===== src/sv/idq_pkg.sv =====
`default_nettype none

package idq_pkg;

  // fixed field widths of the channels
  localparam int OP_W     = 2;
  localparam int DATA_W   = 32;
  localparam int INDEX_W  = 10;
  localparam int STATUS_W = 2;
  localparam int COUNT_W  = 11;

  // default sizing
  localparam int DEPTH_DEF     = 1024;
  localparam int WORD_BITS_DEF = 32;

  // operation codes
  localparam logic [OP_W-1:0] OP_PUSH_FRONT = 2'd0;
  localparam logic [OP_W-1:0] OP_PUSH_BACK  = 2'd1;
  localparam logic [OP_W-1:0] OP_READ       = 2'd2;

  // status codes
  localparam logic [STATUS_W-1:0] ST_OK    = 2'd0;
  localparam logic [STATUS_W-1:0] ST_RANGE = 2'd1;
  localparam logic [STATUS_W-1:0] ST_FULL  = 2'd2;

  // memory access strobes
  typedef struct packed {
    logic wr;
    logic rd;
  } mem_cmd_t;

  // response fields other than the read word
  typedef struct packed {
    logic [STATUS_W-1:0] status;
    logic [COUNT_W-1:0]  count;
    logic                empty;
    logic [DATA_W-1:0]   front_word;
    logic [DATA_W-1:0]   back_word;
    logic                rd_sel;
  } res_t;

endpackage

`default_nettype wire


===== src/sv/idq_ctrl.sv =====
`default_nettype none

module idq_ctrl #(
  parameter int DEPTH     = idq_pkg::DEPTH_DEF,
  parameter int WORD_BITS = idq_pkg::WORD_BITS_DEF,
  localparam int PTR_W    = $clog2(DEPTH)
) (
  input  wire                               clk_i,
  input  wire                               rst_ni,
  input  wire                               acc_i,
  input  wire [idq_pkg::OP_W-1:0]           op_i,
  input  wire [idq_pkg::DATA_W-1:0]         value_i,
  input  wire [idq_pkg::INDEX_W-1:0]        index_i,
  output idq_pkg::mem_cmd_t                 cmd_o,
  output logic [PTR_W-1:0]                  addr_o,
  output logic [WORD_BITS-1:0]              wdata_o,
  output idq_pkg::res_t                     res_o
);

  localparam int CNT_W  = $clog2(DEPTH + 1);
  localparam int SLOT_W = PTR_W + 1;
  localparam int CMP_W  = (CNT_W > idq_pkg::INDEX_W) ? CNT_W : idq_pkg::INDEX_W;
  localparam int OW     = idq_pkg::DATA_W;
  localparam int CW     = idq_pkg::COUNT_W;

  logic [PTR_W-1:0]     head_q, head_d;
  logic [CNT_W-1:0]     cnt_q, cnt_d;
  logic [WORD_BITS-1:0] front_q, front_d;
  logic [WORD_BITS-1:0] back_q, back_d;

  logic                 is_push, is_read, full, in_range, do_push;
  logic [WORD_BITS-1:0] val_w;
  logic [CMP_W-1:0]     idx_cmp;
  logic [SLOT_W-1:0]    rd_sum, bk_sum;
  logic [PTR_W-1:0]     rd_slot, bk_slot, fr_slot;

  // decode and bounds
  assign is_push  = (op_i == idq_pkg::OP_PUSH_FRONT) || (op_i == idq_pkg::OP_PUSH_BACK);
  assign is_read  = (op_i == idq_pkg::OP_READ);
  assign full     = (cnt_q == CNT_W'(DEPTH));
  assign idx_cmp  = CMP_W'(index_i);
  assign in_range = (idx_cmp < CMP_W'(cnt_q));
  assign do_push  = is_push && !full;
  assign val_w    = WORD_BITS'(value_i);

  // circular slot arithmetic, sums stay below twice the depth
  assign rd_sum  = SLOT_W'(head_q) + SLOT_W'(idx_cmp[PTR_W-1:0]);
  assign rd_slot = (rd_sum >= SLOT_W'(DEPTH)) ? PTR_W'(rd_sum - SLOT_W'(DEPTH))
                                              : rd_sum[PTR_W-1:0];
  assign bk_sum  = SLOT_W'(head_q) + SLOT_W'(cnt_q[PTR_W-1:0]);
  assign bk_slot = (bk_sum >= SLOT_W'(DEPTH)) ? PTR_W'(bk_sum - SLOT_W'(DEPTH))
                                              : bk_sum[PTR_W-1:0];
  assign fr_slot = (head_q == '0) ? PTR_W'(DEPTH - 1) : head_q - PTR_W'(1);

  // memory request
  always_comb begin
    cmd_o.wr = acc_i && do_push;
    cmd_o.rd = acc_i && is_read && in_range;
    wdata_o  = val_w;
    case (op_i)
      idq_pkg::OP_PUSH_FRONT: addr_o = fr_slot;
      idq_pkg::OP_PUSH_BACK:  addr_o = bk_slot;
      default:                addr_o = rd_slot;
    endcase
  end

  // next pointer, count and end words
  always_comb begin
    head_d  = head_q;
    cnt_d   = cnt_q;
    front_d = front_q;
    back_d  = back_q;
    if (do_push) begin
      cnt_d = cnt_q + CNT_W'(1);
      if (op_i == idq_pkg::OP_PUSH_FRONT) begin
        head_d  = fr_slot;
        front_d = val_w;
        if (cnt_q == '0) begin
          back_d = val_w;
        end
      end else begin
        back_d = val_w;
        if (cnt_q == '0) begin
          front_d = val_w;
        end
      end
    end
  end

  // response fields
  always_comb begin
    if (is_push && full) begin
      res_o.status = idq_pkg::ST_FULL;
    end else if (is_read && !in_range) begin
      res_o.status = idq_pkg::ST_RANGE;
    end else begin
      res_o.status = idq_pkg::ST_OK;
    end
    res_o.count      = CW'(cnt_d);
    res_o.empty      = (cnt_d == '0);
    res_o.front_word = (cnt_d == '0) ? '0 : OW'(front_d);
    res_o.back_word  = (cnt_d == '0) ? '0 : OW'(back_d);
    res_o.rd_sel     = is_read && in_range;
  end

  // control state
  always_ff @(posedge clk_i or negedge rst_ni) begin
    if (!rst_ni) begin
      head_q <= '0;
      cnt_q  <= '0;
    end else if (acc_i) begin
      head_q <= head_d;
      cnt_q  <= cnt_d;
    end
  end

  // cached end words
  always_ff @(posedge clk_i) begin
    if (acc_i) begin
      front_q <= front_d;
      back_q  <= back_d;
    end
  end

`ifndef SYNTHESIS
  a_cnt_bound: assert property (@(posedge clk_i) disable iff (!rst_ni)
    cnt_q <= CNT_W'(DEPTH))
    else $error("held count above depth");

  a_full_hold: assert property (@(posedge clk_i) disable iff (!rst_ni)
    acc_i && is_push && full |=> cnt_q == $past(cnt_q) && head_q == $past(head_q))
    else $error("dropped push changed state");

  a_push_grow: assert property (@(posedge clk_i) disable iff (!rst_ni)
    cmd_o.wr |=> cnt_q == $past(cnt_q) + CNT_W'(1))
    else $error("store write without count step");

  a_rd_range: assert property (@(posedge clk_i) disable iff (!rst_ni)
    cmd_o.rd |-> !cmd_o.wr && CMP_W'(index_i) < CMP_W'(cnt_q))
    else $error("store read outside held words");
`endif

endmodule

`default_nettype wire


===== config.mk =====
export PLATFORM = sky130hd
export DESIGN_NAME = idq_ctrl
export DESIGN_NICKNAME = d
export VERILOG_FILES = /design/src/sv/idq_pkg.sv /design/src/sv/idq_ctrl.sv
export SDC_FILE = /design/constraint.sdc
export NUM_CORES = 1
export LEC_CHECK = 0
export BUFFER_PORTS_ARGS = -buffer_cell sky130_fd_sc_hd__buf_4
export CORE_ASPECT_RATIO = 0.5
export CORE_UTILIZATION = 35
export CTS_BUF_LIST = sky130_fd_sc_hd__clkbuf_16
export CTS_CLUSTER_DIAMETER = 60
export DETAILED_ROUTE_END_ITERATION = 10
export PLACE_DENSITY = 0.62
export SLEW_MARGIN = 20
export SYNTH_ARGS = -nofsm -noshare
export SYNTH_HDL_FRONTEND = slang
export SYNTH_SLANG_ARGS = --single-unit

===== constraint.sdc =====
create_clock -name clk_i -period 3.1 [get_ports clk_i]
set_input_delay 0.31 -clock clk_i [delete_from_list [all_inputs] [get_ports clk_i]]
set_output_delay 0.31 -clock clk_i [all_outputs]
set_load 0.005 [all_outputs]

* Word level (Yosys, flattened, before mapping)
Cells that the tools add are included.
** Word-level totals
- Bits of input ports :: 47
- Output and inout port bits :: 123
- Register bits :: 85
** Operators by class
- Eq/ne operators :: 3
- Add/sub/neg operators :: 6
- Reductions and logical operators :: 15
- $lt $le $gt $ge :: 3
- Multiplexer cells :: 15
** Operator list (count)
- 32-bit two-way mux :: 8
- 10-bit two-way mux :: 3
- 10-bit by 1-bit subtractor with 10-bit output (second input constant) :: 3
- 10-bit by 10-bit adder with 11-bit output :: 2
- 11-bit greater-or-equal comparator (second input constant) :: 2
- 11-bit logical NOT :: 2
- 10-bit case mux with 2 select lines :: 1
- 11-bit by 1-bit adder with 11-bit output (second input constant) :: 1
- 11-bit == test (second input constant) :: 1
- 10-bit by 11-bit less-than comparator with 1-bit output :: 1
- 11-bit two-way mux :: 1
- 10-bit logical NOT :: 1
- 1-bit logical AND :: 7
- 3-bit AND reduction :: 1
- 2-bit by 1-bit == test with 1-bit output (second input constant) :: 1
- 2-bit == test (second input constant) :: 1
- 1-bit logical NOT :: 2
- 2-bit logical NOT :: 1
- 2-bit two-way mux :: 1
- 1-bit logical OR :: 1
- 1-bit two-way mux :: 1

* Logic depth before layout (Yosys ltp)
Gate-level depths: netlist of the first run.
- Word-level depth :: 6
- Depth in mapped cells :: 14
- Mapped depth without buffers :: 12

* Worst setup path before layout of the first run
No wires, ideal clock.
- Kind :: input to output
- Start point :: input op_i[1] (netlist bit)
- End point :: output addr_o[8]
- Arrival :: 2775 ps
- Cell stages on the path :: 14
- Path slack :: 15 ps
- Required time :: 2790 ps
- Buffers on the path :: 3
- Cells stage by stage :: clkbuf_1 nand2b_1 clkbuf_1 clkbuf_1 o21ai_0 ha_1 inv_1 fa_1 nor2b_1 o21ai_0 a21boi_0 o211a_1 o21a_1 o31ai_1
** On the way
- Word-level cells in the longest chain between the ends :: 2
** RTL lines
- start, declared :: line idq_ctrl.sv:11 : input wire [idq_pkg::OP_W-1:0] op_i,
- 2-bit by 1-bit == test with 1-bit output / 2-bit logical NOT (equally long branches) :: line idq_ctrl.sv:60 : case (op_i)
- 10-bit case mux with 2 select lines (*) :: line idq_ctrl.sv:60
- end, declared :: line idq_ctrl.sv:15 : output logic [PTR_W-1:0] addr_o,
Every way passes the cells marked *; elsewhere a longest branch is shown, timed or not.

==> results of run 1 <==
==> logic make-up after synthesis <==
logic type,Yosys count
xor+xnor,36
simple gates,113
flops,85
fa+ha+maj,22
mux,66
compound gates,129
buf+inv,100
==> what timing repair did <==
| item | in CTS | in global routing |
|---|---|---|
| setup endpoints to repair | 73 | 72 |
| pin swaps | 19 | 30 |
| hold buffers | 1 | 0 |
| setup buffers | 13 | 7 |
| gates resized for setup | 62 | 24 |
| gates cloned | 4 | 5 |
| hold endpoints to repair | 21 | 0 |
==> through the flow <==
step / utilization [%] / std cells / TNS, ps
after floorplan: - / 551 / 0
after detailed placement: 45.9 / 913 / -290
final: 52.0 / 953 / -17420
after global routing: 52.0 / 953 / -23910
after global placement: 45.9 / 913 / -0.252
after CTS: 50.7 / 945 / -20230
==> worst max-delay path, stage by stage, from the launching register on <==
cell                      delay [ps]
sky130_fd_sc_hd__dfrtp_1         400
sky130_fd_sc_hd__inv_2            80
sky130_fd_sc_hd__ha_4            110
sky130_fd_sc_hd__or4b_4          450
sky130_fd_sc_hd__or3_4           340
sky130_fd_sc_hd__or3_4           350
sky130_fd_sc_hd__a21oi_4         210
sky130_fd_sc_hd__buf_6           150
sky130_fd_sc_hd__buf_12          140
sky130_fd_sc_hd__mux2_4          320
sky130_fd_sc_hd__o41a_4          110
sky130_fd_sc_hd__buf_6           120
==> layer usage <==
metal / vias to the layer above / part of all wire [%] / global-route usage (%)
li1: 2426 / - / -
met1: 2592 / 45 / 25.8
met2: 137 / 49 / 33.5
met3: 23 / 3.8 / 3.09
met4: 0 / 1.4 / 5.31
met5: - / 0 / 0
==> final cells by class <==
| class | instances | area (µm²) | share of cell area (%) |
|---|---|---|---|
| timing repair buffer | 238 | 2060 | 23.8 |
| tap | 227 | 284 | 3.27 |
| inverter | 21 | 78.8 | 0.909 |
| clock buffer | 9 | 225 | 2.60 |
| clock inverter | 7 | 115 | 1.33 |
| sequential | 85 | 2450 | 28.2 |
| multi-input combinational | 366 | 3460 | 39.9 |
==> how the worst max path moves through the flow <==
stage	start	to	slack (ps)
floorplan	op_i[1]	addr_o[8]	10
global placement	cnt_q[0]	res_o[20]	-0.3
detailed placement	cnt_q[1]	res_o[20]	-30
CTS	cnt_q[1]	res_o[61]	-350
global route	cnt_q[0]	res_o[4]	-440
finish	cnt_q[1]	res_o[17]	-350
==> layout by cell type, fill, tap and decap left out, drive strengths merged, types with 16 or more instances in the layout <==
master	instances
xnor2	28
nor2	23
mux2	64
o21ai	21
a21oi	16
inv	22
o41a	63
buf	233
ha	21
edfxtp	64
dfrtp	21
nand2	30
==> state kept, by name, indices dropped and copies added (netlist names) <==
signal   cells
back_q      32
cnt_q       11
front_q     32
head_q      10
==> power groups by stage <==
| stage | Sequential (µW) | Combinational [µW] | Clock [µW] |
|---|---|---|---|
| after floorplan | 1550 | 1400 | 0 |
| after CTS | 1550 | 2650 | 1270 |
| final | 1560 | 2810 | 1250 |
| after global placement | 1560 | 2440 | 0 |
| after global routing | 1590 | 3050 | 1310 |
| after detailed placement | 1570 | 2450 | 0 |
==> reports/summary.txt, run 1 <==
SYNTH
--------------------------------------------------------------------------------------
Fraction of the mapped netlist area in adder cells ......................        4.65%
Fraction of synthesized cell area taken by the top area cell type .......        31.6%
Cells taking the most area after synthesis .............................. sky130_fd_sc_hd__edfxtp_1, sky130_fd_sc_hd__mux2_2, sky130_fd_sc_hd__dfrtp_1
Post-synthesis cell type with the largest combined area ................. sky130_fd_sc_hd__edfxtp_1
Number of flops mapped to enable cells by yosys .........................           64
Fraction of synthesized cell area in xor and xnor cells .................        5.19%
Register bit count reported by yosys ....................................           85
Fraction of registers with async set/reset ..............................        24.7%
Synth Cell Area .........................................................     6080 µm²
Synth top cells by count ................................................ sky130_fd_sc_hd__edfxtp_1, sky130_fd_sc_hd__mux2_2, sky130_fd_sc_hd__o41a_1
Portion of netlist area occupied by mux cells ...........................        12.4%
Post-Syn Instances ......................................................          551
Commonest register cell after synthesis ................................. sky130_fd_sc_hd__edfxtp_1
Total nets after synthesis ..............................................          620
Avg Cell Area, Syn ......................................................     11.0 µm²
Yosys warning count .....................................................            0
Count leader, synth ..................................................... sky130_fd_sc_hd__edfxtp_1
Netlist cell types ......................................................           55
Combinational family with the most area after synthesis ................. compound AO/OA/AOI/OAI gates
Portion of the post-synthesis area used by sequential elements ..........        40.3%
Synth Area in Compound Gates ............................................        18.8%
Simple-gate share of the synthesized area ...............................        9.90%

FLOORPLANNING
--------------------------------------------------------------------------------------
Horizontal die dimension ................................................       188 µm
Placeable core area .....................................................   16,700 µm²
Standard-cell rows ......................................................           33
Initial cell density of the core ........................................        36.4%
Total die area ..........................................................   17,900 µm²
Die span in y ...........................................................      95.2 µm
I/O pin total ...........................................................          170

MIN PATH
--------------------------------------------------------------------------------------
Hold Path Cell Cnt ......................................................            2
Worst Min Path Start ....................................................   value_i[4]
Sink of the worst hold path .............................................    back_q[4]
Type of the worst min-delay path ........................................       in2reg

STA
--------------------------------------------------------------------------------------
Slew HR .................................................................        63.3%
Transition time of the tightest slew-check pin ..........................       551 ps
Post-route fraction of the period consumed by the critical path .........         111%
Number of max-slew violations in the final report .......................            0
Top achievable clock speed ..............................................      290 MHz
Final Setup Violations ..................................................           65
Final critical path time including I/O delays and setup .................      3450 ps
Worst clock skew ........................................................      8.15 ps
Final Hold Slack ........................................................       303 ps
Worst path setup slack after routing ....................................      -346 ps
Total count of hold-check failures in the final report ..................            0
Unrepaired setup endpoints after global routing .........................         true

CRITICAL PATH
--------------------------------------------------------------------------------------
Startpoint type of the worst setup path .................................         flop
Type of element capturing the critical path .............................  output port
Worst Reg2Reg Path Length in Cells ......................................           10
Worst path required time ................................................      2790 ps
Reg2reg setup slack .....................................................       180 ps
Biggest fanout along the worst timing path ..............................            6
Worst path arrival time .................................................      3140 ps
Kind of critical path ...................................................      reg2out
Origin of the critical flop-to-flop path ................................     cnt_q[1]
Crit Reg-Reg Endpoint ...................................................   back_q[16]

JOB
--------------------------------------------------------------------------------------
Number of max-cap violations ............................................            0

PWR
--------------------------------------------------------------------------------------
Net switching power of the design .......................................      2090 µW
Internal portion of total power .........................................      3530 µW
Power share of the sequential group .....................................        27.7%
Combinational cell fraction of total power ..............................        50.0%
Total power per unit cell area ..........................................   647 nW/µm²
Net switching fraction of the power .....................................        37.2%
Static leakage power ....................................................   0.00349 µW
Worst IR drop on VDD ....................................................       425 µV
Total power .............................................................      5620 µW
Clock share of power ....................................................        22.3%

FINISH
--------------------------------------------------------------------------------------
Final Cell Area .........................................................     8670 µm²
Total inserted antenna cells ............................................            0
Proportion of layout cells with a drive suffix above 1 ..................        52.2%
Area delta synth->final .................................................        42.7%
Number of filler cells placed in the layout .............................        1,478
Number of nets in the finished design ...................................          790

ROUTING
--------------------------------------------------------------------------------------
Total via count in the routed design ....................................        5,178
Post-route DRC violation count ..........................................            0
Count of TritonRoute iterations in the first routing pass ...............            5
Count of nets left with antenna violations after detail routing .........            0
Initial drt markers .....................................................          296
Per-cell via count in the routed design .................................         5.43
Final routed wire length divided by cell count ..........................      19.3 µm
Wire length after detailed routing ......................................    18,400 µm

GLOBAL ROUTING
--------------------------------------------------------------------------------------
Total global routing overflow ...........................................            0
Number of antenna violations at the first check in global routing .......            0
Wire length of the first global-routing pass ............................    27,300 µm
GRT Util Overall ........................................................        19.5%
Maximum number of pins on one net before global-route repair ............           64
Via count of the first global-routing pass ..............................        5,061

CLOCKING
--------------------------------------------------------------------------------------
Clk buf depth ...........................................................            2
Register clock-pin slew on the reported worst setup and hold paths ......        70 ps
H-tree levels ...........................................................            3
Clock tree from TritonCTS ...............................................          yes
Number of buffers created by CTS ........................................            9
Clock Root Buffer ....................................................... sky130_fd_sc_hd__clkbuf_16
Source-to-sink clock delay at the later pin of the worst-skew pair ......       350 ps
Clock tree sinks ........................................................           85

STATUS
--------------------------------------------------------------------------------------
Outcome ................................................................. finished with violations
Failing checks .......................................................... negative setup slack

PLACE
--------------------------------------------------------------------------------------
Half-perimeter wire length of the detailed placement result .............    11,400 µm
Weighted congestion reported at the end of routability-driven placement .        0.877
Count of port buffers added during placement ............................          169
Worst slack, placed .....................................................     -32.1 ps
DP Area .................................................................     7650 µm²

(Power assumes the default switching activity.)
==> run 2, diff against run 1 <==
--- a/config.mk
+++ b/config.mk
@@ -9,9 +9,9 @@
 export CORE_ASPECT_RATIO = 0.5
 export CORE_UTILIZATION = 35
 export CTS_BUF_LIST = sky130_fd_sc_hd__clkbuf_16
-export CTS_CLUSTER_DIAMETER = 60
+export CTS_CLUSTER_DIAMETER = 40
 export DETAILED_ROUTE_END_ITERATION = 10
-export PLACE_DENSITY = 0.62
+export PLACE_DENSITY_LB_ADDON = 0.3
 export SLEW_MARGIN = 20
 export SYNTH_ARGS = -nofsm -noshare
 export SYNTH_HDL_FRONTEND = slang
==> reports/summary.txt, run 2 (synthesized netlist as in run 1, its figures left out) <==
STATUS
--------------------------------------------------------------------------------------
Outcome ................................................................. finished with violations
Failing checks .......................................................... negative setup slack

CRITICAL PATH
--------------------------------------------------------------------------------------
Crit Reg-Reg Endpoint ...................................................   back_q[28]
Worst Path Buf+Inv ......................................................            6
Crit path top cell by count ............................................. sky130_fd_sc_hd__buf_6
Critical Path Start .....................................................     cnt_q[0]
Cell with the largest stage delay on the worst path ..................... sky130_fd_sc_hd__or4b_4
Termination of the worst setup path .....................................     res_o[1]
Startpoint type of the worst setup path .................................         flop
Worst path arrival time .................................................      3130 ps
Critical path depth .....................................................           12
Cell family with the largest share of critical-path delay ............... simple AND/OR/NAND/NOR gates
Biggest fanout along the worst timing path ..............................            7
Origin of the critical flop-to-flop path ................................     cnt_q[0]
Type of element capturing the critical path .............................  output port
CP Cell Sequence ........................................................ inv_2 > ha_4 > or4b_4 > or3_4 > buf_6 > o21ai_4 > nand3b_1 > buf_6 > buf_12 > buf_16 > o41a_1 > buf_4
Kind of critical path ...................................................      reg2out
Worst Reg2Reg Path Length in Cells ......................................            9
Reg2reg setup slack .....................................................       330 ps
CP max stage delay ......................................................       450 ps
Worst path required time ................................................      2790 ps

PLACE
--------------------------------------------------------------------------------------
Half-perimeter wire length of the detailed placement result .............    11,300 µm
Weighted congestion reported at the end of routability-driven placement .        0.848
Count of port buffers added during placement ............................          169
DP Area .................................................................     7620 µm²

FINISH
--------------------------------------------------------------------------------------
Proportion of layout cells with a drive suffix above 1 ..................        52.1%
Number of filler cells placed in the layout .............................        1,439
Most common cell after layout, fill and taps aside ...................... sky130_fd_sc_hd__buf_4
Largest regs ............................................................ back_q (32), front_q (32), cnt_q (11)
Number of nets in the finished design ...................................          787
Total inserted antenna cells ............................................            0
Area delta synth->final .................................................        45.2%
Final Cell Area .........................................................     8820 µm²
Commonest cells after routing, fill and taps aside ...................... sky130_fd_sc_hd__buf_4, sky130_fd_sc_hd__edfxtp_1, sky130_fd_sc_hd__o41a_1, sky130_fd_sc_hd__mux2_2, sky130_fd_sc_hd__mux2_4

STA
--------------------------------------------------------------------------------------
Worst clock skew ........................................................      7.69 ps
Unrepaired setup endpoints after global routing .........................         true
Slew HR .................................................................        44.1%
Final Hold Slack ........................................................       308 ps
Post-route fraction of the period consumed by the critical path .........         111%
Number of max-slew violations in the final report .......................            0
Total count of hold-check failures in the final report ..................            0
Transition time of the tightest slew-check pin ..........................       839 ps
Top achievable clock speed ..............................................      291 MHz
Final critical path time including I/O delays and setup .................      3440 ps
Total Neg Setup Slack ...................................................   -16,890 ps
Final Setup Violations ..................................................           65
Worst path setup slack after routing ....................................      -339 ps

FLOORPLANNING
--------------------------------------------------------------------------------------
Horizontal die dimension ................................................       188 µm
Total die area ..........................................................   17,900 µm²
I/O pin total ...........................................................          170
Initial cell density of the core ........................................        36.4%
Standard-cell rows ......................................................           33
Placeable core area .....................................................   16,700 µm²
Die span in y ...........................................................      95.2 µm

CLOCKING
--------------------------------------------------------------------------------------
Clock Root Buffer ....................................................... sky130_fd_sc_hd__clkbuf_16
Source-to-sink clock delay at the later pin of the worst-skew pair ......       330 ps
Register clock-pin slew on the reported worst setup and hold paths ......        70 ps
Number of buffers created by CTS ........................................            9
Clk buf depth ...........................................................            2
Clock tree sinks ........................................................           85
H-tree levels ...........................................................            3
Clock tree from TritonCTS ...............................................          yes

ROUTING
--------------------------------------------------------------------------------------
Count of TritonRoute iterations in the first routing pass ...............            5
Wire length after detailed routing ......................................    18,800 µm
Initial drt markers .....................................................          238
Total via count in the routed design ....................................        5,096
Post-route DRC violation count ..........................................            0
Per-cell via count in the routed design .................................         5.36
Count of nets left with antenna violations after detail routing .........            0
Final routed wire length divided by cell count ..........................      19.8 µm

GLOBAL ROUTING
--------------------------------------------------------------------------------------
Peak-usage layer in the global routing report ...........................         met2
GR Layer Usage met2 .....................................................        32.0%
Wire length of the first global-routing pass ............................    27,200 µm
Total global routing overflow ...........................................            0
Number of antenna violations at the first check in global routing .......            0
Maximum number of pins on one net before global-route repair ............           64
Grt met1 use ............................................................        26.8%
Met3 global-route usage .................................................        2.83%
Via count of the first global-routing pass ..............................        4,929
GRT Util Overall ........................................................        19.3%

PWR
--------------------------------------------------------------------------------------
Total power per unit cell area ..........................................   640 nW/µm²
Total power .............................................................      5640 µW
Static leakage power ....................................................   0.00356 µW
Worst IR drop on VDD ....................................................       516 µV

JOB
--------------------------------------------------------------------------------------
Number of max-cap violations ............................................            0

MIN PATH
--------------------------------------------------------------------------------------
Hold Path Cell Cnt ......................................................            2
Type of the worst min-delay path ........................................       in2reg

[run 2: changes by cell type in the layout (fill, tap and decap cells not counted), sizes merged]
cell      before  now
buf          233  230
bufinv         3    2
clkinv         2    0
clkinvlp       1    2
inv           22   24
[run 2: area by class of cell]
type	count	area (µm²)	share of cell area (%)
clock buffers	9	225	2.55
repair buffers	235	2170	24.6
flip-flops and latches	85	2450	27.8
well taps	227	284	3.22
clock inverters	7	98.8	1.12
multi-input cells	366	3510	39.8
inverters	21	78.8	0.893
[run 2: repair_timing]
action                                  in CTS  in global routing
hold buffers                                 1                  0
gates cloned                                 5                  4
buffers inserted                             7                  8
endpoints found under the setup margin      71                 72
pin swaps                                    9                 37
hold endpoints to repair                    21                  0
resized for setup                           44                 78
[run 2: metrics by stage]
stage	utilization (%)	std cells	setup slack [ps]
after floorplan	-	551	14.9
after global placement	45.7	909	10.3
after detailed placement	45.7	909	-32.8
after CTS	49.7	938	-342
after global routing	52.9	950	-426
final	52.9	950	-339
[run 2: metal layers]
metal	up-vias	wire length, µm	share of wire, %
met3	12	543	2.9
li1	2411	-	-
met4	0	174	0.92
met5	-	0	0
met2	109	9190	49
met1	2564	8920	47
[run 2: worst min path at each step]
stage / slack, ps / from / endpoint
floorplan: 10 / rst_ni / cnt_q[0]
global placement: 220 / rst_ni / head_q[6]
detailed placement: 220 / rst_ni / head_q[6]
CTS: 300 / value_i[13] / back_q[13]
global route: 300 / value_i[13] / back_q[13]
finish: 310 / value_i[13] / back_q[13]
[run 2: where the power goes]
part | internal (µW) | switching (µW)
combinational | 1390 | 1490
clock | 713 | 485
sequential | 1410 | 152
==> run 3, diff against run 2 <==
==> constraint.sdc (replaced) <==
create_clock -name clk_i -period 3.9 [get_ports clk_i]
set_input_delay 0.39 -clock clk_i [delete_from_list [all_inputs] [get_ports clk_i]]
set_output_delay 0.39 -clock clk_i [all_outputs]
set_load 0.005 [all_outputs]
==> reports/summary.txt, run 3 (synthesized netlist as in run 1, its figures left out) <==
STA
--------------------------------------------------------------------------------------
Worst clock skew ........................................................      11.2 ps
Transition time of the tightest slew-check pin ..........................       844 ps
Total count of hold-check failures in the final report ..................            0
Unrepaired setup endpoints after global routing .........................        false
Final Setup Violations ..................................................            0
Top achievable clock speed ..............................................      266 MHz
Slew HR .................................................................        43.8%
Total Neg Setup Slack ...................................................         0 ps
Final Hold Slack ........................................................       381 ps
Final critical path time including I/O delays and setup .................      3760 ps
Post-route fraction of the period consumed by the critical path .........        96.3%
Worst path setup slack after routing ....................................       142 ps
Number of max-slew violations in the final report .......................            0

FINISH
--------------------------------------------------------------------------------------
Commonest cells after routing, fill and taps aside ...................... sky130_fd_sc_hd__buf_4, sky130_fd_sc_hd__edfxtp_1, sky130_fd_sc_hd__mux2_2, sky130_fd_sc_hd__o41a_1, sky130_fd_sc_hd__nand2_1
Total inserted antenna cells ............................................            0
Number of nets in the finished design ...................................          734
Post-Route Utilization ..................................................        46.0%
Proportion of layout cells with a drive suffix above 1 ..................        44.5%
Number of filler cells placed in the layout .............................        1,582
Area delta synth->final .................................................        26.4%
Most common cell after layout, fill and taps aside ...................... sky130_fd_sc_hd__buf_4
Largest regs ............................................................ back_q (32), front_q (32), cnt_q (11)

GLOBAL ROUTING
--------------------------------------------------------------------------------------
GRT Util Overall ........................................................        17.8%
Via count of the first global-routing pass ..............................        4,569
Wire length of the first global-routing pass ............................    25,000 µm
Total global routing overflow ...........................................            0
Maximum number of pins on one net before global-route repair ............           64
Number of antenna violations at the first check in global routing .......            0

CRITICAL PATH
--------------------------------------------------------------------------------------
Type of element capturing the critical path .............................  output port
Cell with the largest stage delay on the worst path ..................... sky130_fd_sc_hd__dfrtp_1
Startpoint type of the worst setup path .................................         flop
Kind of critical path ...................................................      reg2out
Biggest fanout along the worst timing path ..............................           21
Reg2reg setup slack .....................................................       890 ps
CP Cell Sequence ........................................................ inv_2 > ha_1 > or4b_4 > or3_4 > or3_1 > a21oi_4 > buf_12 > mux2_2 > nor2b_1 > buf_4
CP max stage delay ......................................................       480 ps
Worst path arrival time .................................................      3370 ps
Worst path required time ................................................      3510 ps

FLOORPLANNING
--------------------------------------------------------------------------------------
Initial cell density of the core ........................................        36.4%
Die span in y ...........................................................      95.2 µm
Horizontal die dimension ................................................       188 µm
Standard-cell rows ......................................................           33
Placeable core area .....................................................   16,700 µm²
I/O pin total ...........................................................          170
Total die area ..........................................................   17,900 µm²

STATUS
--------------------------------------------------------------------------------------
Outcome ................................................................. finished, final reports clean

PLACE
--------------------------------------------------------------------------------------
Worst slack, placed .....................................................       374 ps
Count of port buffers added during placement ............................          169
Half-perimeter wire length of the detailed placement result .............    11,100 µm
Weighted congestion reported at the end of routability-driven placement .        0.818

MIN PATH
--------------------------------------------------------------------------------------
Type of the worst min-delay path ........................................       in2reg

ROUTING
--------------------------------------------------------------------------------------
Count of TritonRoute iterations in the first routing pass ...............            4
Post-route DRC violation count ..........................................            0
Initial drt markers .....................................................          232
Per-cell via count in the routed design .................................         5.34
Final routed wire length divided by cell count ..........................      18.0 µm
Total via count in the routed design ....................................        4,793
Count of nets left with antenna violations after detail routing .........            0
Wire length after detailed routing ......................................    16,100 µm

JOB
--------------------------------------------------------------------------------------
Number of max-cap violations ............................................            0

PWR
--------------------------------------------------------------------------------------
Worst IR drop on VDD ....................................................       339 µV
Total power per unit cell area ..........................................   502 nW/µm²
Static leakage power ....................................................   0.00299 µW

CLOCKING
--------------------------------------------------------------------------------------
Clock Root Buffer ....................................................... sky130_fd_sc_hd__clkbuf_16
Clk buf depth ...........................................................            2
Register clock-pin slew on the reported worst setup and hold paths ......        70 ps
Clock tree from TritonCTS ...............................................          yes
Clock tree sinks ........................................................           85
H-tree levels ...........................................................            3
Source-to-sink clock delay at the later pin of the worst-skew pair ......       350 ps
Number of buffers created by CTS ........................................            9

run 3: cell count changes in the layout (fill, tap and decap cells not counted), sizes merged:
cell	delta
buf	-49
bufinv	-2
clkbuf	-4
clkinv	+1
clkinvlp	+1
run 3: path summary, 6_finish.rpt:
check | to | startpoint | cells past startpoint
max | res_o[32] | cnt_q[0] | 10
min | back_q[4] | value_i[4] | 2
max reg2reg | back_q[21] | cnt_q[0] | 8
min reg2reg | head_q[1] | head_q[1] | 2
max in group asynchronous | head_q[1] | rst_ni | 2
min in group asynchronous | head_q[6] | rst_ni | 2
run 3: layout make-up:
class,count,area [µm²],area share [%]
tap,227,284,3.70
clock buffer,9,225,2.93
timing repair buffer,182,1440,18.7
clock inverter,7,56.3,0.733
multi-input combinational,366,3150,41.1
inverter,21,78.8,1.03
sequential,85,2450,31.9
run 3: timing repair:
item | 4_1_cts | 5_1_grt
hold endpoints to repair | 21 | 0
endpoints found under the setup margin | 5 | 57
buffers inserted | 0 | 0
hold buffers | 1 | 0
cloned | 0 | 0
gates resized for setup | 1 | 7
run 3: power by group:
group	total, µW	leakage (µW)	internal, µW	switching (µW)
Combinational	1740	0.00197	777	961
Sequential	1280	0.000885	1120	165
Clock	834	0.000130	440	394
run 3: layer usage:
layer	wire length [µm]	global-route usage [%]	vias up
met2	7850	29.5	93
li1	-	-	2307
met3	590	3.72	15
met1	7490	24.0	2378
met4	215	4.37	0
met5	0	0	-
run 3: through the flow:
stage | area, µm² | std cells | power (µW)
2_1_floorplan | 6080 | 551 | 2340
3_3_place_gp | 7360 | 880 | 2980
3_5_place_dp | 7360 | 880 | 3010
4_1_cts | 7660 | 897 | 3870
5_1_grt | 7680 | 897 | 4100
6_report | 7680 | 897 | 3850
run 3: critical path: cells and delay by family, from the launching register on:
family / cells / cell delay, ps
flip-flops: 1 / 480
multiplexers: 1 / 370
AND/OR/NAND/NOR: 4 / 1330
adder cells (fa/ha/maj): 1 / 150
buffers and inverters: 3 / 470
AO/OA/AOI/OAI: 1 / 220
